<file path="config.mk">
export PLATFORM = sky130hd
export DESIGN_NAME = command_frame_decimal_parser
export DESIGN_NICKNAME = d
export VERILOG_FILES = /design/src/rtl/core/cfdp_pkg.sv /design/src/rtl/core/cfdp_front.sv /design/src/rtl/core/cfdp_queue.sv /design/src/rtl/core/cfdp_back.sv /design/src/rtl/core/command_frame_decimal_parser.sv
export SDC_FILE = /design/constraint.sdc
export NUM_CORES = 1
export LEC_CHECK = 0
export BUFFER_PORTS_ARGS = -buffer_cell sky130_fd_sc_hd__buf_2
export CAP_MARGIN = 10
export CELL_PAD_IN_SITES_DETAIL_PLACEMENT = 1
export CELL_PAD_IN_SITES_GLOBAL_PLACEMENT = 1
export CORE_ASPECT_RATIO = 0.75
export CORE_MARGIN = 2
export CORE_UTILIZATION = 40
export CTS_BUF_LIST = sky130_fd_sc_hd__clkbuf_4 sky130_fd_sc_hd__clkbuf_8
export CTS_CLUSTER_SIZE = 20
export DETAILED_ROUTE_END_ITERATION = 10
export GPL_ROUTABILITY_DRIVEN = 0
export PLACE_DENSITY_LB_ADDON = 0.05
export REMOVE_ABC_BUFFERS = 1
export SLEW_MARGIN = 30
export SYNTH_ARGS = -nofsm -noshare
export SYNTH_HDL_FRONTEND = slang
export SYNTH_HIERARCHICAL = 1
export SYNTH_SLANG_ARGS = --single-unit
export TNS_END_PERCENT = 50
</file>
<file path="constraint.sdc">
create_clock -name clk -period 8.9 [get_ports clk]
set_clock_uncertainty 0.15 [all_clocks]
set_input_delay 0.445 -clock clk [delete_from_list [all_inputs] [get_ports clk]]
set_output_delay 0.445 -clock clk [all_outputs]
set_load 0.01 [all_outputs]
</file>
<file path="src/rtl/core/cfdp_pkg.sv">
// Shared types and constants for the command frame decimal parser.
// Holds the header table, command codes and the event record passed front to back.
package cfdp_pkg;

  localparam int HDR_LEN   = 5;
  localparam int NUM_HDR   = 10;
  localparam int HDR_POS_W = 3;
  localparam int CMD_W     = 4;
  localparam int SLOT_W    = 5;
  localparam int VALUE_W   = 32;
  localparam int Q_DEPTH   = 4;
  localparam int Q_PTR_W   = 2;
  localparam int Q_CNT_W   = 3;

  localparam logic [SLOT_W-1:0] SLOT_MAX = '1;

  localparam logic [CMD_W-1:0] CMD_TEST      = 4'd0;
  localparam logic [CMD_W-1:0] CMD_READ_ALL  = 4'd1;
  localparam logic [CMD_W-1:0] CMD_WRITE_1   = 4'd2;
  localparam logic [CMD_W-1:0] CMD_WRITE_2   = 4'd3;
  localparam logic [CMD_W-1:0] CMD_WRITE_3   = 4'd4;
  localparam logic [CMD_W-1:0] CMD_DUMP      = 4'd5;
  localparam logic [CMD_W-1:0] CMD_READ_1    = 4'd6;
  localparam logic [CMD_W-1:0] CMD_READ_2    = 4'd7;
  localparam logic [CMD_W-1:0] CMD_READ_3    = 4'd8;
  localparam logic [CMD_W-1:0] CMD_WRITE_ALL = 4'd9;

  localparam logic KIND_FIELD   = 1'b0;
  localparam logic KIND_COMMAND = 1'b1;

  localparam logic [7:0] CH_NEWLINE = 8'h0A;
  localparam logic [7:0] CH_SEMI    = 8'h3B;
  localparam logic [7:0] CH_CLOSE   = 8'h7D;
  localparam logic [7:0] CH_MINUS   = 8'h2D;
  localparam logic [7:0] CH_ZERO    = 8'h30;
  localparam logic [7:0] CH_NINE    = 8'h39;

  // One entry per decoded byte that produces output.
  typedef struct packed {
    logic                      has_field;
    logic                      has_cmd;
    logic [CMD_W-1:0]          command;
    logic [SLOT_W-1:0]         slot;
    logic [VALUE_W-1:0]        value;
    logic                      slot_overflow;
  } event_t;

  function automatic logic [7:0] hdr_byte(input logic [CMD_W-1:0] idx,
                                          input logic [HDR_POS_W-1:0] pos);
    logic [39:0] row;
    case (idx)
      4'd0:    row = "{Tes}";
      4'd1:    row = "{RDA}";
      4'd2:    row = "{WR1:";
      4'd3:    row = "{WR2:";
      4'd4:    row = "{WR3:";
      4'd5:    row = "{RD0}";
      4'd6:    row = "{RD1}";
      4'd7:    row = "{RD2}";
      4'd8:    row = "{RD3}";
      4'd9:    row = "{WRA:";
      default: row = '0;
    endcase
    case (pos)
      3'd0:    hdr_byte = row[39:32];
      3'd1:    hdr_byte = row[31:24];
      3'd2:    hdr_byte = row[23:16];
      3'd3:    hdr_byte = row[15:8];
      3'd4:    hdr_byte = row[7:0];
      default: hdr_byte = 8'h00;
    endcase
  endfunction

  function automatic logic is_write(input logic [CMD_W-1:0] cmd);
    is_write = (cmd == CMD_WRITE_1) || (cmd == CMD_WRITE_2) ||
               (cmd == CMD_WRITE_3) || (cmd == CMD_WRITE_ALL);
  endfunction

endpackage

</file>
<file path="src/rtl/core/cfdp_front.sv">
// Front end: header match, field accumulation and slot counting, one byte a cycle while take is high.
// Depends on cfdp_pkg; emits event_t records to the queue.
module cfdp_front #(
  parameter int WRITE_SLOTS     = 10,
  parameter int WRITE_ALL_SLOTS = 30,
  parameter int MAX_FIELD_CHARS = 16
) (
  input  logic            clk,
  input  logic            rst,
  input  logic            take,
  input  logic [7:0]      ch,
  output logic            push,
  output cfdp_pkg::event_t ev
);
  import cfdp_pkg::*;

  localparam int FC_W = $clog2(MAX_FIELD_CHARS + 1);
  localparam logic [FC_W-1:0]   FC_MAX    = FC_W'(MAX_FIELD_CHARS);
  localparam logic [SLOT_W-1:0] LIM_WRITE = SLOT_W'(WRITE_SLOTS);
  localparam logic [SLOT_W-1:0] LIM_ALL   = SLOT_W'(WRITE_ALL_SLOTS);

  logic [HDR_POS_W-1:0] header_pos;
  logic [NUM_HDR-1:0]   candidate_mask;
  logic [CMD_W-1:0]     matched_command;
  logic                 in_body;
  logic                 frame_done;
  logic [FC_W-1:0]      field_chars;
  logic [VALUE_W-1:0]   accumulator;
  logic                 negative;
  logic                 digits_stopped;
  logic [SLOT_W-1:0]    slot_count;

  logic [NUM_HDR-1:0]   mask_next;
  logic [CMD_W-1:0]     first_hit;
  logic                 in_header, hdr_end, is_digit, is_sep;
  logic [VALUE_W-1:0]   acc_times_ten;
  logic [SLOT_W-1:0]    limit;

  always_comb begin
    for (int i = 0; i < NUM_HDR; i++) begin
      mask_next[i] = candidate_mask[i] && (hdr_byte(CMD_W'(i), header_pos) == ch);
    end
    first_hit = '0;
    for (int i = NUM_HDR - 1; i >= 0; i--) begin
      if (mask_next[i]) begin
        first_hit = CMD_W'(i);
      end
    end
  end

  assign in_header     = (header_pos < HDR_POS_W'(HDR_LEN));
  assign hdr_end       = (header_pos == HDR_POS_W'(HDR_LEN - 1));
  assign is_digit      = (ch >= CH_ZERO) && (ch <= CH_NINE);
  assign is_sep        = (ch == CH_SEMI) || (ch == CH_CLOSE);
  assign acc_times_ten = (accumulator << 3) + (accumulator << 1) + VALUE_W'(ch - CH_ZERO);
  assign limit         = (matched_command == CMD_WRITE_ALL) ? LIM_ALL : LIM_WRITE;

  // Event record and push strobe
  always_comb begin
    push             = 1'b0;
    ev.has_field     = 1'b0;
    ev.has_cmd       = 1'b0;
    ev.command       = matched_command;
    ev.slot          = slot_count;
    ev.value         = negative ? (VALUE_W'(0) - accumulator) : accumulator;
    ev.slot_overflow = (slot_count >= limit);
    if (take && ch != CH_NEWLINE && !frame_done) begin
      if (in_header) begin
        if (hdr_end && mask_next != '0 && !is_write(first_hit)) begin
          push       = 1'b1;
          ev.has_cmd = 1'b1;
          ev.command = first_hit;
        end
      end else if (in_body && is_sep) begin
        push         = 1'b1;
        ev.has_field = 1'b1;
        ev.has_cmd   = (ch == CH_CLOSE);
      end
    end
  end

  always_ff @(posedge clk) begin
    if (rst) begin
      header_pos      <= '0;
      candidate_mask  <= '1;
      matched_command <= '0;
      in_body         <= 1'b0;
      frame_done      <= 1'b0;
      field_chars     <= '0;
      accumulator     <= '0;
      negative        <= 1'b0;
      digits_stopped  <= 1'b0;
      slot_count      <= '0;
    end else if (take) begin
      if (ch == CH_NEWLINE) begin
        header_pos      <= '0;
        candidate_mask  <= '1;
        matched_command <= '0;
        in_body         <= 1'b0;
        frame_done      <= 1'b0;
        field_chars     <= '0;
        accumulator     <= '0;
        negative        <= 1'b0;
        digits_stopped  <= 1'b0;
        slot_count      <= '0;
      end else if (!frame_done) begin
        if (in_header) begin
          candidate_mask <= mask_next;
          header_pos     <= header_pos + 1'b1;
          if (hdr_end) begin
            if (mask_next == '0) begin
              frame_done <= 1'b1;
            end else begin
              matched_command <= first_hit;
              if (is_write(first_hit)) begin
                in_body        <= 1'b1;
                field_chars    <= '0;
                accumulator    <= '0;
                negative       <= 1'b0;
                digits_stopped <= 1'b0;
                slot_count     <= '0;
              end else begin
                frame_done <= 1'b1;
              end
            end
          end
        end else if (in_body) begin
          if (is_sep) begin
            if (slot_count != SLOT_MAX) begin
              slot_count <= slot_count + 1'b1;
            end
            field_chars    <= '0;
            accumulator    <= '0;
            negative       <= 1'b0;
            digits_stopped <= 1'b0;
            if (ch == CH_CLOSE) begin
              frame_done <= 1'b1;
              in_body    <= 1'b0;
            end
          end else if (!digits_stopped && field_chars < FC_MAX) begin
            if (ch == CH_MINUS && field_chars == '0) begin
              negative    <= 1'b1;
              field_chars <= field_chars + 1'b1;
            end else if (is_digit) begin
              accumulator <= acc_times_ten;
              field_chars <= field_chars + 1'b1;
            end else begin
              digits_stopped <= 1'b1;
            end
          end
        end
      end
    end
  end

endmodule

</file>
<file path="src/rtl/core/cfdp_queue.sv">
// Small event queue between front and back end, flip-flop storage.
// Depends on cfdp_pkg for event_t and depth constants.
module cfdp_queue (
  input  logic             clk,
  input  logic             rst,
  input  logic             push,
  input  cfdp_pkg::event_t push_ev,
  input  logic             pop,
  output logic             full,
  output logic             not_empty,
  output cfdp_pkg::event_t head
);
  import cfdp_pkg::*;

  event_t             slots [Q_DEPTH];
  logic [Q_PTR_W-1:0] wr_ptr, rd_ptr;
  logic [Q_CNT_W-1:0] count;

  assign full      = (count == Q_CNT_W'(Q_DEPTH));
  assign not_empty = (count != '0);
  assign head      = slots[rd_ptr];

  always_ff @(posedge clk) begin
    if (push) begin
      slots[wr_ptr] <= push_ev;
    end
  end

  always_ff @(posedge clk) begin
    if (rst) begin
      wr_ptr <= '0;
      rd_ptr <= '0;
      count  <= '0;
    end else begin
      if (push) wr_ptr <= wr_ptr + 1'b1;
      if (pop)  rd_ptr <= rd_ptr + 1'b1;
      case ({push, pop})
        2'b10:   count <= count + 1'b1;
        2'b01:   count <= count - 1'b1;
        default: count <= count;
      endcase
    end
  end

endmodule

</file>
<file path="src/rtl/core/cfdp_back.sv">
// Back end: expands queued events into result items behind an output register.
// Depends on cfdp_pkg; a close brace event yields a field result then a command result.
module cfdp_back (
  input  logic                          clk,
  input  logic                          rst,
  input  logic                          has_ev,
  input  cfdp_pkg::event_t              head,
  output logic                          pop,
  output logic                          valid,
  input  logic                          stall,
  output logic                          kind,
  output logic [cfdp_pkg::CMD_W-1:0]    command,
  output logic [cfdp_pkg::SLOT_W-1:0]   slot,
  output logic signed [cfdp_pkg::VALUE_W-1:0] value,
  output logic                          slot_overflow,
  output logic                          last
);
  import cfdp_pkg::*;

  logic load, phase, emit_field;

  assign load       = !valid || !stall;
  assign emit_field = head.has_field && !phase;
  // Pop once the event's final result goes out.
  assign pop        = load && has_ev && !(emit_field && head.has_cmd);

  always_ff @(posedge clk) begin
    if (rst) begin
      valid <= 1'b0;
      phase <= 1'b0;
    end else if (load) begin
      valid <= has_ev;
      if (has_ev) begin
        phase <= emit_field && head.has_cmd;
      end
    end
  end

  always_ff @(posedge clk) begin
    if (load && has_ev) begin
      command <= head.command;
      if (emit_field) begin
        kind          <= KIND_FIELD;
        slot          <= head.slot;
        value         <= head.value;
        slot_overflow <= head.slot_overflow;
        last          <= 1'b0;
      end else begin
        kind          <= KIND_COMMAND;
        slot          <= '0;
        value         <= '0;
        slot_overflow <= 1'b0;
        last          <= 1'b1;
      end
    end
  end

endmodule

</file>
<file path="src/rtl/core/command_frame_decimal_parser.sv">
// Command frame decimal parser: text bytes in, field values and command codes out.
// Channels: input ch with in_valid/in_stall; results with out_valid/out_stall and
// fields kind, command, slot, value, slot_overflow, last. A byte is taken when
// valid is high and stall is low.
// Each line starts with a five-byte header; plain commands give one command item,
// write commands give one field item per ';' or '}' and a command item on '}'.
// Newline restarts the header match at once; results already queued still drain.
// Throughput: one byte per cycle while in_stall is low. A '}' byte produces two
// results, and the four-entry event queue absorbs the extra one.
// A result is registered in the event queue after the front end decodes its byte,
// then in the output register.
// in_stall rises only while the event queue is full, which happens when the
// receiver holds out_stall. A stalled result holds its value.
// Reset (rst, synchronous) clears parser state, empties the queue and drops
// out_valid; no setup pass is needed afterwards.
module command_frame_decimal_parser #(
  parameter int WRITE_SLOTS     = 10,
  parameter int WRITE_ALL_SLOTS = 30,
  parameter int MAX_FIELD_CHARS = 16
) (
  input  logic                                 clk,
  input  logic                                 rst,
  input  logic                                 in_valid,
  output logic                                 in_stall,
  input  logic [7:0]                           ch,
  output logic                                 out_valid,
  input  logic                                 out_stall,
  output logic                                 kind,
  output logic [cfdp_pkg::CMD_W-1:0]           command,
  output logic [cfdp_pkg::SLOT_W-1:0]          slot,
  output logic signed [cfdp_pkg::VALUE_W-1:0]  value,
  output logic                                 slot_overflow,
  output logic                                 last
);
  import cfdp_pkg::*;

  logic   take, push, pop, full, not_empty;
  event_t ev, head;

  assign in_stall = full;
  assign take     = in_valid && !full;

  cfdp_front #(
    .WRITE_SLOTS     (WRITE_SLOTS),
    .WRITE_ALL_SLOTS (WRITE_ALL_SLOTS),
    .MAX_FIELD_CHARS (MAX_FIELD_CHARS)
  ) u_front (
    .clk  (clk),
    .rst  (rst),
    .take (take),
    .ch   (ch),
    .push (push),
    .ev   (ev)
  );

  cfdp_queue u_queue (
    .clk       (clk),
    .rst       (rst),
    .push      (push),
    .push_ev   (ev),
    .pop       (pop),
    .full      (full),
    .not_empty (not_empty),
    .head      (head)
  );

  cfdp_back u_back (
    .clk           (clk),
    .rst           (rst),
    .has_ev        (not_empty),
    .head          (head),
    .pop           (pop),
    .valid         (out_valid),
    .stall         (out_stall),
    .kind          (kind),
    .command       (command),
    .slot          (slot),
    .value         (value),
    .slot_overflow (slot_overflow),
    .last          (last)
  );

endmodule

</file>
==> results.json, run 1 <==
{
  "status": "completed",
  "netlist_area_um2": 15300,
  "setup_violations": 0,
  "grt_max_degree": 46,
  "required_ns": 9.00,
  "cts_inserted_buffers": 51,
  "max_freq_mhz": 181,
  "dp_slack_ns": 3.45,
  "avgRoutedWirePerCell_um": 20.4,
  "ir_drop_uv": 120,
  "post-route-drc-count": 0,
  "clk_latency_ns": 0.61,
  "post_cts_buffers": 0,
  "crit_path_end_kind": "flop",
  "p_per_area_nw_per_um2": 169,
  "antenna_found_initial": 0,
  "finalSetupTns_ns": 0,
  "root_buffer": "clkbuf_8",
  "fp.dieW_um": 230,
  "mostFrequentLayoutCells": "edfxtp_1 (219), nand2_1 (97), dfxtp_1 (71)",
  "detail_route.iter0.violations": 548,
  "grt_pass1_wl_um": 59700,
  "fin_ws_ns": 3.38,
  "core_area_um2": 37300,
  "rsz0062_at_grt": "false",
  "synthTopCellsByArea": "edfxtp_1 (43%), dfxtp_1 (9.7%), mux4_2 (5.9%)",
  "p_sw_mw": 0.667,
  "ys_ff_latch": 293,
  "power.leakage_nw": 6.40,
  "synth_top_family_by_area": "simple AND/OR/NAND/NOR gates",
  "reg2reg_slack_ns": 3.38,
  "synth-async-reset-ratio_pct": 0,
  "dpl_cell_area_um2": 16000,
  "via_count": 9833,
  "synth-adder-area-share_pct": 8.20,
  "synth_edf_count": 219,
  "synth_top_area_share_pct": 43.1,
  "syn_inst": 1203,
  "clock_path_buffers": 3,
  "clkPwrFrac_pct": 44.9,
  "synth_top_area_cell": "edfxtp_1",
  "drive_above_1_share_pct": 17.5,
  "cp_slowest_stage_delay_ns": 0.60,
  "switching_share_pct": 23.2,
  "floorplan.initialDensity_pct": 40.9,
  "crit_family": "simple AND/OR/NAND/NOR gates",
  "path_cells": "inv_1 -> ha_1 -> or3_4 -> a21o_1 -> a2111o_1 -> nor4_1 -> o311a_2 -> o21ai_4 -> o211a_1 -> nor3_1 -> or2_2 -> and2_2 -> buf_4",
  "boundaryPins": 58,
  "clk_pin_slew_worst_paths_ns": 0.06,
  "hold_class": "input port to flop",
  "io_buffers": 57,
  "ys_warn_count": 6,
  "ys.flop_type": "edfxtp_1",
  "startpoint_type": "flop",
  "hold_path.startpoint": "ch[0]",
  "cp-startpoint": "u_front/header_pos[1]$_SDFFE_PP0P_",
  "placedCellCount": 1723,
  "synth_area_per_cell_um2": 12.7,
  "utilization_pct": 45.8,
  "dieArea_um2": 39800,
  "critPathSlowestCell": "nor4_1",
  "cts_tree": "built",
  "synth-xor-area-share_pct": 4.19,
  "post_cts_resized": 0,
  "hold_viol": 0,
  "grt.total_usage_pct": 19.1,
  "r2r_end": "u_queue/slots[2][15]$_DFFE_PP_",
  "rr_worst_depth": 13,
  "worstReg2RegStart": "u_front/header_pos[1]$_SDFFE_PP0P_",
  "fin_crit_ns": 5.52,
  "cp_num_buf_inv": 2,
  "h-tree-depth": 2,
  "routed_via_density": 5.40,
  "routed_wl_um": 37200,
  "hold_path_depth": 3,
  "synth-simple-area-share_pct": 12.0,
  "p_int_mw": 2.21,
  "layout_commonest_cell": "edfxtp_1",
  "finalCritPeriodShare_pct": 62.0,
  "antenna_left": 0,
  "cap_violations": 0,
  "hpwl_um": 25600,
  "rows": 61,
  "grt_pass1_vias": 10100,
  "fin_cells": 1820,
  "grt_overflow": 0,
  "fin_area_um2": 17100,
  "arrival_ns": 5.61,
  "die_y_um": 173,
  "synth_compound_area_share_pct": 9.94,
  "seqPwrFrac_pct": 50.7,
  "yosysUniqueCellTypes": 87,
  "first_pass_iters": 4,
  "cts_sinks": 293,
  "critPathMaxFanout": 23,
  "nNetsFinal": 1369,
  "pwr-share-comb_pct": 4.5,
  "tightest_slew_ns": 0.942,
  "power_mw": 2.88,
  "synthMuxAreaShare_pct": 9.47,
  "seq_area_frac_synth_pct": 52.8,
  "area_growth_pct": 11.9,
  "slew_headroom_pct": 36.6,
  "hold_slack_ns": 0.100,
  "critPathKind": "flop to flop",
  "drv_slew": 0,
  "worstHoldEndpoint": "u_front/accumulator[0]$_SDFFE_PP0P_"
}
## final cells by class
class                           instances  area [um2]
Inverter                               47         176
Antenna cell                            1        2.50
Multi-Input combinational cell        810        6720
Tap cell                              504         631
Timing Repair Buffer                   72         433
Clock buffer                           63         792
Clock inverter                         30         268
Sequential cell                       293        8060
Fill cell                            3923       20200
## cells in the mapped netlist, types with 7 or more instances
cell type  count
edfxtp_1     219
nand2_1       97
dfxtp_1       74
xnor2_1       60
nor2_1        58
ha_1          52
o21ai_0       49
inv_1         47
a21oi_1       44
and2_1        44
mux4_2        40
mux2i_1       35
fa_1          30
clkbuf_1      28
nand3_1       25
or3_1         19
nand2b_1      15
nor2b_1       15
nor3_1        14
xor2_1        13
a21o_1        12
nor4_1        12
o31ai_1       11
and3_1        10
a31oi_1        9
o21bai_1       9
o21a_1         8
buf_6          7
o211ai_1       7
## per-layer routing
layer | wire, um | GRT usage (%) | vias to the layer above
met5 | 0 | 0 | -
met4 | 633 | 4.11 | 0
met3 | 1580 | 3.07 | 50
met2 | 15300 | 26.8 | 162
met1 | 19700 | 30.6 | 4951
li1 | - | - | 4670
## timing repair
item | 4_1_cts | 5_1_grt
hold buffers | 1 | 0
endpoints found under the hold margin | 1 | 0
setup endpoints to repair | 0 | 0
## power by group through the flow
stage	registers [mW]	clock network [mW]	logic (mW)
2_1_floorplan	1.49	0	0.0855
4_1_cts	1.46	1.34	0.129
5_1_grt	1.46	1.40	0.144
3_5_place_dp	1.49	0	0.128
6_report	1.46	1.29	0.129
3_3_place_gp	1.49	0	0.127
## worst max path at each step
stage,slack (ns),depth (start not counted),end
5_1_grt,2.90,13,u_queue/slots[2][15]$_DFFE_PP_
3_3_place_gp,3.61,13,u_queue/slots[2][4]$_DFFE_PP_
3_5_place_dp,3.45,13,u_queue/slots[2][4]$_DFFE_PP_
2_1_floorplan,2.45,13,u_front/accumulator[30]$_SDFFE_PP0P_
4_1_cts,3.38,13,u_queue/slots[2][31]$_DFFE_PP_
6_report,3.38,13,u_queue/slots[2][15]$_DFFE_PP_
## cells by family (layout without fill, tap and decap cells)
family                     Yosys count  count (layout)
DFF                                293             293
and+or+nand+nor                    348             348
muxes                               86              86
adders and majority gates           82              82
buffers and inverters              100             212
xor gates and xnor gates            73              73
other                                0               1
AOI/OAI and AO/OA                  221             221
## tightest hold or removal path: stages
cell	delay (ns)
buf_2	0.19
nand3_1	0.10
mux2i_1	0.07
## flip-flops by register name, indices dropped and copies added, names as in the netlist, 3 cells and up, named ones only
signal,flops
u_back/command,4
u_back/slot,5
u_back/value,32
u_front/accumulator,32
u_front/candidate_mask,10
u_front/field_chars,5
u_front/header_pos,3
u_front/matched_command,4
u_front/slot_count,5
u_queue/count,3
u_queue/slots,176
Note: power is estimated with default switching activity, not from simulation.
==> run 2: changes to the inputs <==
==> constraint.sdc (replaced) <==
create_clock -name clk -period 4.76 [get_ports clk]
set_clock_uncertainty 0.15 [all_clocks]
set_input_delay 0.238 -clock clk [delete_from_list [all_inputs] [get_ports clk]]
set_output_delay 0.238 -clock clk [all_outputs]
set_load 0.01 [all_outputs]
==> results.json, run 2 (synthesis gave the netlist of run 1 again) <==
{
  "arrival_ns": 4.88,
  "fin_cells": 1862,
  "core_area_um2": 37300,
  "mostFrequentLayoutCells": "edfxtp_1 (219), nand2_1 (97), dfxtp_1 (70)",
  "ir_drop_uv": 171,
  "dieArea_um2": 39800,
  "root_buffer": "clkbuf_8",
  "detail_route.iter0.violations": 546,
  "drive_above_1_share_pct": 20.2,
  "boundaryPins": 58,
  "avgRoutedWirePerCell_um": 20.1,
  "placedCellCount": 1769,
  "first_pass_iters": 7,
  "status": "completed",
  "antenna_left": 0,
  "p_per_area_nw_per_um2": 298,
  "rows": 61,
  "cts_sinks": 293,
  "hold_path.startpoint": "rst",
  "dpl_cell_area_um2": 16400,
  "post-route-drc-count": 0,
  "clock_path_buffers": 3,
  "clk_latency_ns": 0.59,
  "fin_area_um2": 17400,
  "power_mw": 5.19,
  "largest_reg_flops": 176,
  "critPathKind": "flop to flop",
  "critPathMaxFanout": 7,
  "cts_tree": "built",
  "layout_commonest_cell": "edfxtp_1",
  "slew_headroom_pct": 42.8,
  "worstReg2RegStart": "u_front/header_pos[1]$_SDFFE_PP0P_",
  "largestRegisters": "u_queue/slots: 176 flops, u_back/value: 32 flops, u_front/accumulator: 32 flops",
  "io_buffers": 57,
  "cp-startpoint": "u_front/header_pos[1]$_SDFFE_PP0P_",
  "clk_pin_slew_worst_paths_ns": 0.06,
  "routed_via_density": 5.34,
  "grt_max_degree": 45,
  "power.leakage_nw": 6.58,
  "finalCritPeriodShare_pct": 95.1,
  "hpwl_um": 26000,
  "die_y_um": 173,
  "tightest_slew_ns": 0.858,
  "fin_crit_ns": 4.52,
  "fp.dieW_um": 230,
  "grt_pass1_wl_um": 60100,
  "hold_class": "input port to flop",
  "grt.total_usage_pct": 19.2,
  "h-tree-depth": 2,
  "area_growth_pct": 14.0,
  "nNetsFinal": 1412,
  "floorplan.initialDensity_pct": 40.9,
  "drv_slew": 0,
  "grt_pass1_vias": 10300,
  "antenna_found_initial": 0,
  "hold_slack_ns": 0.0998,
  "finalSetupTns_ns": 0,
  "hold_viol": 0,
  "required_ns": 5.11,
  "startpoint_type": "flop",
  "largest-register": "u_queue/slots",
  "cap_violations": 0,
  "rsz0062_at_grt": "false",
  "via_count": 9952,
  "cts_inserted_buffers": 47,
  "routed_wl_um": 37400,
  "crit_path_end_kind": "flop",
  "grt_overflow": 0,
  "setup_violations": 0,
  "max_freq_mhz": 221
}
## run 2: layout make-up
type	count	area, um2
clock buffers	63	773
repair buffers	119	821
diodes	1	2.50
inverters	47	176
well taps	504	631
flip-flops and latches	293	8070
clock inverters	25	184
fillers	3935	19900
multi-input cells	810	6760
## run 2: where the power goes
| group | internal [mW] | total (mW) | switching [mW] |
|---|---|---|---|
| registers | 2.72 | 2.72 | 0.00777 |
| logic | 0.103 | 0.267 | 0.163 |
| clock network | 1.18 | 2.19 | 1.01 |
## run 2: routing by layer
metal,up-vias,routed length [um],GRT usage (%)
met5,-,0,0
met3,34,1280,3.03
met2,156,15800,28.1
li1,4766,-,-
met1,4996,19900,30.0
met4,0,416,3.68
## run 2: stage by stage
| stage | utilization [%] | worst slack [ns] |
|---|---|---|
| after floorplan | - | -1.49 |
| after global placement | 43.8 | 0.0351 |
| after detailed placement | 43.8 | 0.00300 |
| after CTS | 46.5 | 0.0691 |
| after global routing | 46.6 | 0.00981 |
| final | 46.6 | 0.235 |
## run 2: final timing paths
check,endpoint,slack [ns],cells past startpoint
setup / recovery,u_queue/count[2]$_SDFFE_PP0P_,0.24,17
setup reg to reg,u_queue/count[2]$_SDFFE_PP0P_,0.24,17
hold / removal,u_front/matched_command[0]$_SDFFE_PP0P_,0.1,3
hold reg to reg,u_front/candidate_mask[6]$_SDFFE_PP1P_,0.33,2
## run 2: critical path, stage by stage (launching register included)
cell	delay (ns)
dfxtp_2	0.39
inv_1	0.11
ha_1	0.25
or3_4	0.42
a21o_1	0.18
a2111o_1	0.45
and4bb_4	0.41
o311a_2	0.23
o21ai_4	0.06
o211a_1	0.26
nor3_2	0.15
or2_2	0.16
inv_1	0.04
ha_1	0.22
fa_1	0.38
xnor2_1	0.14
or3_1	0.30
a21oi_1	0.13
## run 2: what timing repair did
action / 4_1_cts / 5_1_grt
setup buffers: 0 / 1
pin swaps: 0 / 1
endpoints found under the setup margin: 1 / 2
endpoints found under the hold margin: 4 / 0
hold buffers: 3 / 0
resized for setup: 3 / 9
